--- src/rtl/core/bra_pkg.sv ---
// Package of the bitmap run allocator: field widths, stream packing, codes and types.
// No dependencies; imported by every module of the block.
`timescale 1ns / 1ps

package bra_pkg;

  // Defaults of the top-level parameters.
  localparam int DEF_MAX_BITS  = 4096;
  localparam int DEF_WORD_BITS = 32;

  // Field widths of the stream items and of the size register.
  localparam int FUNC_W = 3;
  localparam int IDX_W  = 12;
  localparam int CNT_W  = 13;
  localparam int SIZE_W = 13;

  // Position arithmetic never gets narrower than index plus count needs.
  localparam int POS_MIN_W = 14;

  // Input tdata: index, count, value from the lowest bit up.
  localparam int IN_IDX_LSB   = 0;
  localparam int IN_CNT_LSB   = IN_IDX_LSB + IDX_W;
  localparam int IN_VAL_LSB   = IN_CNT_LSB + CNT_W;
  localparam int IN_TDATA_W   = ((IN_VAL_LSB + 1 + 7) / 8) * 8;

  // Output tdata: bit_res, found, start_res from the lowest bit up.
  localparam int OUT_BIT_LSB   = 0;
  localparam int OUT_FOUND_LSB = 1;
  localparam int OUT_START_LSB = 2;
  localparam int OUT_TDATA_W   = ((OUT_START_LSB + IDX_W + 7) / 8) * 8;

  // Configuration port.
  localparam int APB_DATA_W = 32;
  localparam int PADDR_W    = 3;
  localparam int REG_IDX_W  = PADDR_W - 2;
  localparam logic [REG_IDX_W-1:0] REG_TOTAL_SIZE = '0;
  localparam logic [SIZE_W-1:0]    TOTAL_SIZE_RST = SIZE_W'(4096);

  typedef enum logic [FUNC_W-1:0] {
    FN_TEST   = 3'd0,
    FN_WBIT   = 3'd1,
    FN_WRANGE = 3'd2,
    FN_CLEAR  = 3'd3,
    FN_INVERT = 3'd4,
    FN_FIND   = 3'd5
  } func_e;

  typedef enum logic [1:0] {
    ST_INIT,
    ST_IDLE,
    ST_RUN,
    ST_DONE
  } state_e;

endpackage

--- src/rtl/core/bra_word_scan.sv ---
// Word scanner of the bitmap run allocator: one bitmap word per call of the zero-run search.
// Depends on bra_pkg for the count width and the parameter defaults.
`timescale 1ns / 1ps

module bra_word_scan #(
  parameter int WORD_BITS = bra_pkg::DEF_WORD_BITS,
  parameter int LW        = bra_pkg::POS_MIN_W
) (
  input  logic [WORD_BITS-1:0]     word_i,
  input  logic [WORD_BITS-1:0]     vmask_i,
  input  logic [LW-1:0]            carry_i,
  input  logic [LW-1:0]            base_i,
  input  logic [bra_pkg::CNT_W-1:0] want_i,
  output logic                     hit_o,
  output logic [LW-1:0]            start_o,
  output logic [LW-1:0]            carry_o
);

  import bra_pkg::*;

  localparam int OW = $clog2(WORD_BITS);
  localparam int TW = $clog2(WORD_BITS + 1);

  logic [LW-1:0]        run_len;
  logic [LW-1:0]        need;
  logic [LW-1:0]        span_full;
  logic [OW-1:0]        span;
  logic [WORD_BITS-1:0] free_bits;
  logic [WORD_BITS-1:0] acc;
  logic [WORD_BITS-1:0] dbl;
  logic [TW-1:0]        head_free;
  logic [TW-1:0]        tail_free;
  logic [OW-1:0]        hit_pos;
  logic                 pre_hit;
  logic                 in_hit;

  always_comb begin
    // A zero-length request is served like a request for one free bit.
    run_len   = (want_i == '0) ? LW'(1) : LW'(want_i);
    free_bits = ~word_i & vmask_i;

    // Free bits at the bottom of the word continue the run of earlier words.
    head_free = TW'(WORD_BITS);
    for (int i = WORD_BITS - 1; i >= 0; i--) begin
      if (!free_bits[i]) begin
        head_free = TW'(i);
      end
    end
    // Free bits at the top start the run that the next word may continue.
    tail_free = TW'(WORD_BITS);
    for (int i = 0; i < WORD_BITS; i++) begin
      if (!free_bits[i]) begin
        tail_free = TW'(WORD_BITS - 1 - i);
      end
    end

    need    = run_len - carry_i;
    pre_hit = (carry_i >= run_len) || (LW'(head_free) >= need);

    // Bit p of acc is set when the run_len bits ending at p are all free.
    // Runs of length 2^k are built by doubling and combined per bit of run_len-1.
    span_full = run_len - LW'(1);
    span      = span_full[OW-1:0];
    acc       = free_bits;
    dbl       = free_bits;
    for (int k = 0; k < OW; k++) begin
      if (span[k]) begin
        acc = dbl & (acc << (1 << k));
      end
      dbl = dbl & (dbl << (1 << k));
    end
    in_hit = (run_len <= LW'(WORD_BITS)) && (|acc);

    hit_pos = '0;
    for (int i = WORD_BITS - 1; i >= 0; i--) begin
      if (acc[i]) begin
        hit_pos = OW'(i);
      end
    end

    hit_o   = pre_hit || in_hit;
    start_o = pre_hit ? (base_i - carry_i)
                      : (base_i + LW'(hit_pos) + LW'(1) - run_len);
    carry_o = (&free_bits) ? (carry_i + LW'(WORD_BITS)) : LW'(tail_free);
  end

endmodule

--- config.mk ---
export PLATFORM = sky130hd
export DESIGN_NAME = bra_word_scan
export DESIGN_NICKNAME = d
export VERILOG_FILES = /design/src/rtl/core/bra_pkg.sv /design/src/rtl/core/bra_word_scan.sv
export SDC_FILE = /design/constraint.sdc
export NUM_CORES = 1
export LEC_CHECK = 0
export ABC_CLOCK_PERIOD_IN_PS = 12300
export BUFFER_PORTS_ARGS = -buffer_cell sky130_fd_sc_hd__buf_2
export CAP_MARGIN = 15
export CORE_MARGIN = 2
export CORE_UTILIZATION = 45
export DETAILED_ROUTE_END_ITERATION = 6
export PLACE_DENSITY = 0.75
export SLEW_MARGIN = 20
export SYNTH_ARGS = -nofsm -noshare
export SYNTH_HDL_FRONTEND = slang
export SYNTH_SLANG_ARGS = --single-unit
--- constraint.sdc ---
create_clock -name vclk -period 12.3
set_input_delay 1.23 -clock vclk [all_inputs]
set_output_delay 1.23 -clock vclk [all_outputs]
set_load 0.01 [all_outputs]
## After elaboration in Yosys (flattened, before gate mapping)

Cells that the tools add are included.

- Add/sub/neg operators: 7
- Magnitude comparators: 3
- Muxes and demuxes: 104
- Bitwise operators: 10
- Reductions and logical operators: 6

Operators with widths:

| kind | count |
|---|---|
| $mux W6 | 64 |
| $and A32 B32 Y32 | 9 |
| $mux W32 | 5 |
| $mux W5 | 32 |
| $not A32 Y32 | 1 |
| $reduce_and A32 Y1 | 1 |
| $reduce_or A32 Y1 | 1 |
| $mux W14 | 2 |
| $add A14 B1 Y14 const B | 1 |
| $add A14 B5 Y14 | 1 |
| $add A14 B6 Y14 const B | 1 |
| $ge A14 B13 Y1 | 1 |
| $ge A6 B14 Y1 | 1 |
| $sub A13 B14 Y14 | 1 |
| $sub A14 B13 Y14 | 1 |
| $sub A14 B14 Y14 | 1 |
| $le A13 B6 Y1 const B | 1 |
| $logic_not A13 Y1 | 1 |
| $mux W13 | 1 |
| $sub A5 B1 Y5 const B | 1 |
| $logic_or A1 B1 Y1 | 2 |
| $logic_and A1 B1 Y1 | 1 |

- Register bits after elaboration: 0
- Bits of input ports: 105
- Output and inout bits: 29

## Longest topological paths before layout

- Depth after elaboration: 48
- Gate-level depth with buffers: 38
- Mapped depth without buffers: 33

## Worst setup path after synthesis

OpenSTA, ideal clock, no wires.

- Path type: input-to-output
- Start: in want_i[2] in the netlist's numbering
- End: out start_o[12]
- Arrival: 7.398 ns
- Required time: 11.070 ns
- Slack: 3.672 ns
- Stages on the path: 36
- Cells stage by stage: buf_4 nor3_4 a41oi_4 buf_2 buf_2 ha_1 clkbuf_1 clkbuf_1 a21oi_1 a311oi_1 nand2_1 o21ai_0 a21boi_1 a31oi_1 and2_1 nand2_1 o21ai_0 a21oi_1 nor2_1 o21ai_0 fa_1 inv_1 ha_1 a21o_1 a21oi_1 o21bai_1 a21oi_1 nor2b_1 o21a_1 o21ai_0 nand2b_1 a21oi_1 o21bai_1 a21oi_1 xor2_1 o21ai_0

- Longest elaborated chain between the ends: 48
- Elaborated cells on any way between the ends: 52

RTL lines:

| item | RTL line | RTL |
|---|---|---|
| start, declared | bra_word_scan.sv:13 | `input logic [bra_pkg::CNT_W-1:0] want_i,` |
| $logic_not A13 Y1 | bra_word_scan.sv:39 | `run_len = (want_i == '0) ? LW'(1) : LW'(want_i);` |
| $mux W13 (*) | bra_word_scan.sv:39 |  |
| $sub A5 B1 Y5 | bra_word_scan.sv:62 | `span_full = run_len - LW'(1);` |
| $mux W32 | bra_word_scan.sv:67 | `if (span[k]) begin` |
| $and A32 B32 Y32 | bra_word_scan.sv:68 | `acc = dbl & (acc << (1 << k));` |
| $mux W32 | bra_word_scan.sv:67 |  |
| $and A32 B32 Y32 | bra_word_scan.sv:68 |  |
| $mux W32 | bra_word_scan.sv:67 |  |
| $and A32 B32 Y32 | bra_word_scan.sv:68 |  |
| $mux W32 | bra_word_scan.sv:67 |  |
| $and A32 B32 Y32 | bra_word_scan.sv:68 |  |
| $mux W32 | bra_word_scan.sv:67 |  |
| $mux W5 (32 in a row) | bra_word_scan.sv:76 | `if (acc[i]) begin` |
| $add A14 B5 Y14 | bra_word_scan.sv:83 | `: (base_i + LW'(hit_pos) + LW'(1) - run_len);` |
| $add A14 B1 Y14 | bra_word_scan.sv:83 |  |
| $sub A14 B13 Y14 | bra_word_scan.sv:83 |  |
| $mux W14 (*) | bra_word_scan.sv:82 | `start_o = pre_hit ? (base_i - carry_i)` |
| end, declared | bra_word_scan.sv:15 | `output logic [LW-1:0] start_o,` |

Mark *: on every way between the ends. The rest lies on a longest branch, timed or not.

## Worst setup path after layout

- Start: in want_i[8] in the netlist's numbering
- End: out start_o[12]

Same word-level chain as after synthesis.

==> results.yml <==
global_route:
  grt_pass1_vias: 7234
  antenna_found_initial: 0
  overflow: 0
  grt_pass1_wl_um: 37800
  grt_max_degree: 57
  grt_usage_pct: 31.3
synthesis:
  syn-instance-count: 978
  synth_cell_type_count: 85
  syn_area_per_cell_um2: 6.44
  yosysSeqAreaShare_pct: 0
  synthesis.nets: 1146
  netlist_area_um2: 6300
  ys_warn_count: 0
cells_and_area:
  finalCoreUtilization_pct: 51.4
  finalInstanceArea_um2: 7080
  seq_cells: 0
  final_net_count: 1245
  drive_gt1_share_pct: 16.9
  diodes: 0
  nClkBuffers: 0
  layout-area-overhead-vs-synth_pct: 12.5
  seq_area_um2: 0
timing:
  fin_crit_sh_pct: 82.6
  hold_ws_ns: 2.79
  hold_viol: 0
  slew_viol_final: 0
  rsz0062_at_grt: "no"
  max_freq_ghz: 0.0985
  period_minus_slack_ns: 10.16
  maxSlewHeadroom_pct: 32.3
  tns_ns: 0
  worstMarginPinSlew_ns: 1.01
  final-setup-viol-count: 0
floorplanning:
  rows: 43
  dieArea_um2: 15000
  die_x_um: 122
  core_area_um2: 13800
  initial_utilization_pct: 45.7
  die_h_um: 122
  io_pins: 134
worst_setup_path:
  crit_family: "compound AO/OA/AOI/OAI gates"
  cp_data_required_time_ns: 11.07
  criticalPathCategory: "in2out"
  crit_slowest_cell: "ha_1"
  cp.buffers_inverters: 4
  startpoint: "want_i[8]"
  crit_path_max_incr_delay_ns: 1.04
  arrival_ns: 8.93
  crit_path_end_kind: "output port"
  crit_path_start_kind: "input port"
  crit_path_max_fanout: 56
route:
  viasPerCell: 6.54
  ant_nets: 0
  routed_wl_um: 24200
  firstDrtPassIters: 7
  vias: 8210
  drc: 1
  drt_iter0_drc: 1175
  wl_per_cell_um: 19.2
clock_network:
  cts_setup_buffers: 0
  ctsResizeCount: 0
  ctsHoldBuffers: 0
power:
  powerDensity_nw_per_um2: 45.5
  power_uw: 322
  ir_drop_uv: 52.9
  cellLeakagePower_uw: 0.00288
placement:
  dp_hpwl_um: 19700
  io_buffer_count: 134
  dpl_cell_area_um2: 7080
  gp_congestion: 1.06
run:
  cap_viol_max_count: 0
run_status:
  outcome: "finished, violations left"
  violations: "DRC"
worst_hold_path:
  hold_class: "in2out"
  hp-start: "carry_i[5]"
[synthesized netlist by cell type, drive strengths merged, types with 14 or more instances]
| master | count | area, µm² |
|---|---|---|
| xnor2 | 26 | 235 |
| clkbuf | 37 | 139 |
| inv | 56 | 210 |
| nand2b | 33 | 206 |
| a21oi | 82 | 418 |
| nor2 | 87 | 327 |
| nor2b | 39 | 244 |
| a31oi | 14 | 103 |
| a21o | 22 | 165 |
| a2111oi | 14 | 154 |
| nand4 | 20 | 125 |
| nor4bb | 14 | 140 |
| nand3 | 35 | 175 |
| nand2 | 79 | 297 |
| a211oi | 24 | 195 |
| ha | 56 | 701 |
| xor2 | 14 | 123 |
| nor3 | 31 | 176 |
| o21ai | 112 | 564 |
[placed cells by master (no fill, tap or decap), types with 4 or more instances in the layout]
| cell | n |
|---|---|
| a2111oi_0 | 11 |
| a211o_1 | 7 |
| a211oi_1 | 21 |
| a21boi_0 | 12 |
| a21o_1 | 22 |
| a21oi_1 | 80 |
| a221o_1 | 4 |
| a31o_2 | 4 |
| a31oi_1 | 13 |
| a32oi_1 | 5 |
| and2_1 | 13 |
| and3_1 | 5 |
| buf_2 | 134 |
| buf_4 | 11 |
| fa_1 | 7 |
| ha_1 | 56 |
| inv_1 | 55 |
| mux2i_1 | 4 |
| nand2_1 | 79 |
| nand2b_1 | 33 |
| nand3_1 | 35 |
| nand3b_1 | 4 |
| nand4_1 | 20 |
| nor2_1 | 87 |
| nor2b_1 | 39 |
| nor3_1 | 28 |
| nor4_1 | 8 |
| nor4bb_1 | 13 |
| o211ai_1 | 7 |
| o21a_1 | 4 |
| o21ai_0 | 102 |
| o21ai_1 | 9 |
| o21bai_1 | 7 |
| o22ai_1 | 5 |
| o31a_1 | 4 |
| o31ai_1 | 7 |
| or3_1 | 7 |
| xnor2_1 | 25 |
| xor2_1 | 13 |
[layer usage]
metal | up-vias | share of wire (%) | global-route usage (%)
met4 | 0 | 2.0 | 5.60
met5 | - | 0 | 0
met3 | 55 | 12 | 5.20
met1 | 3734 | 44 | 46.8
met2 | 553 | 42 | 47.2
li1 | 3868 | - | -
[report_power, final]
part	switching [µW]	internal [µW]	total, µW
sequential	0	0	0
combinational	195	127	322
clock	0	0	0
[final timing paths]
kind | depth (start not counted) | endpoint | slack, ns
worst max-delay path | 34 | start_o[12] | 2.14
worst min-delay path | 3 | carry_o[5] | 2.79
[logic make-up (layout without fill, tap and decap cells)]
logic type	count (synthesis)	count (layout)	share of synthesized area, %
adders and majority gates	63	63	13.4
and+or+nand+nor	397	397	34.0
muxes	5	5	0.855
buffers and inverters	104	201	6.62
xor gates and xnor gates	40	40	5.68
AOI/OAI and AO/OA	369	369	39.4
[tightest hold or removal path, stage by stage]
cell and delay (ns):
buf_2 0.14, nor2_1 0.06, buf_2 0.13
[cell type report]
class                      count  area, µm²
fill                        1440       6690
multi-input combinational    874       5890
timing repair buffer         145        753
tap                          180        225
inverter                      56        210
[per-stage QoR]
| step | setup WS, ns | std cells |
|---|---|---|
| final | 2.14 | 1255 |
| after global routing | 1.55 | 1255 |
| after CTS | 2.39 | 1255 |
| after detailed placement | 2.41 | 1255 |
| after global placement | 2.50 | 1255 |
| after floorplan | 3.67 | 978 |
Power figures use the tool's default switching activity.
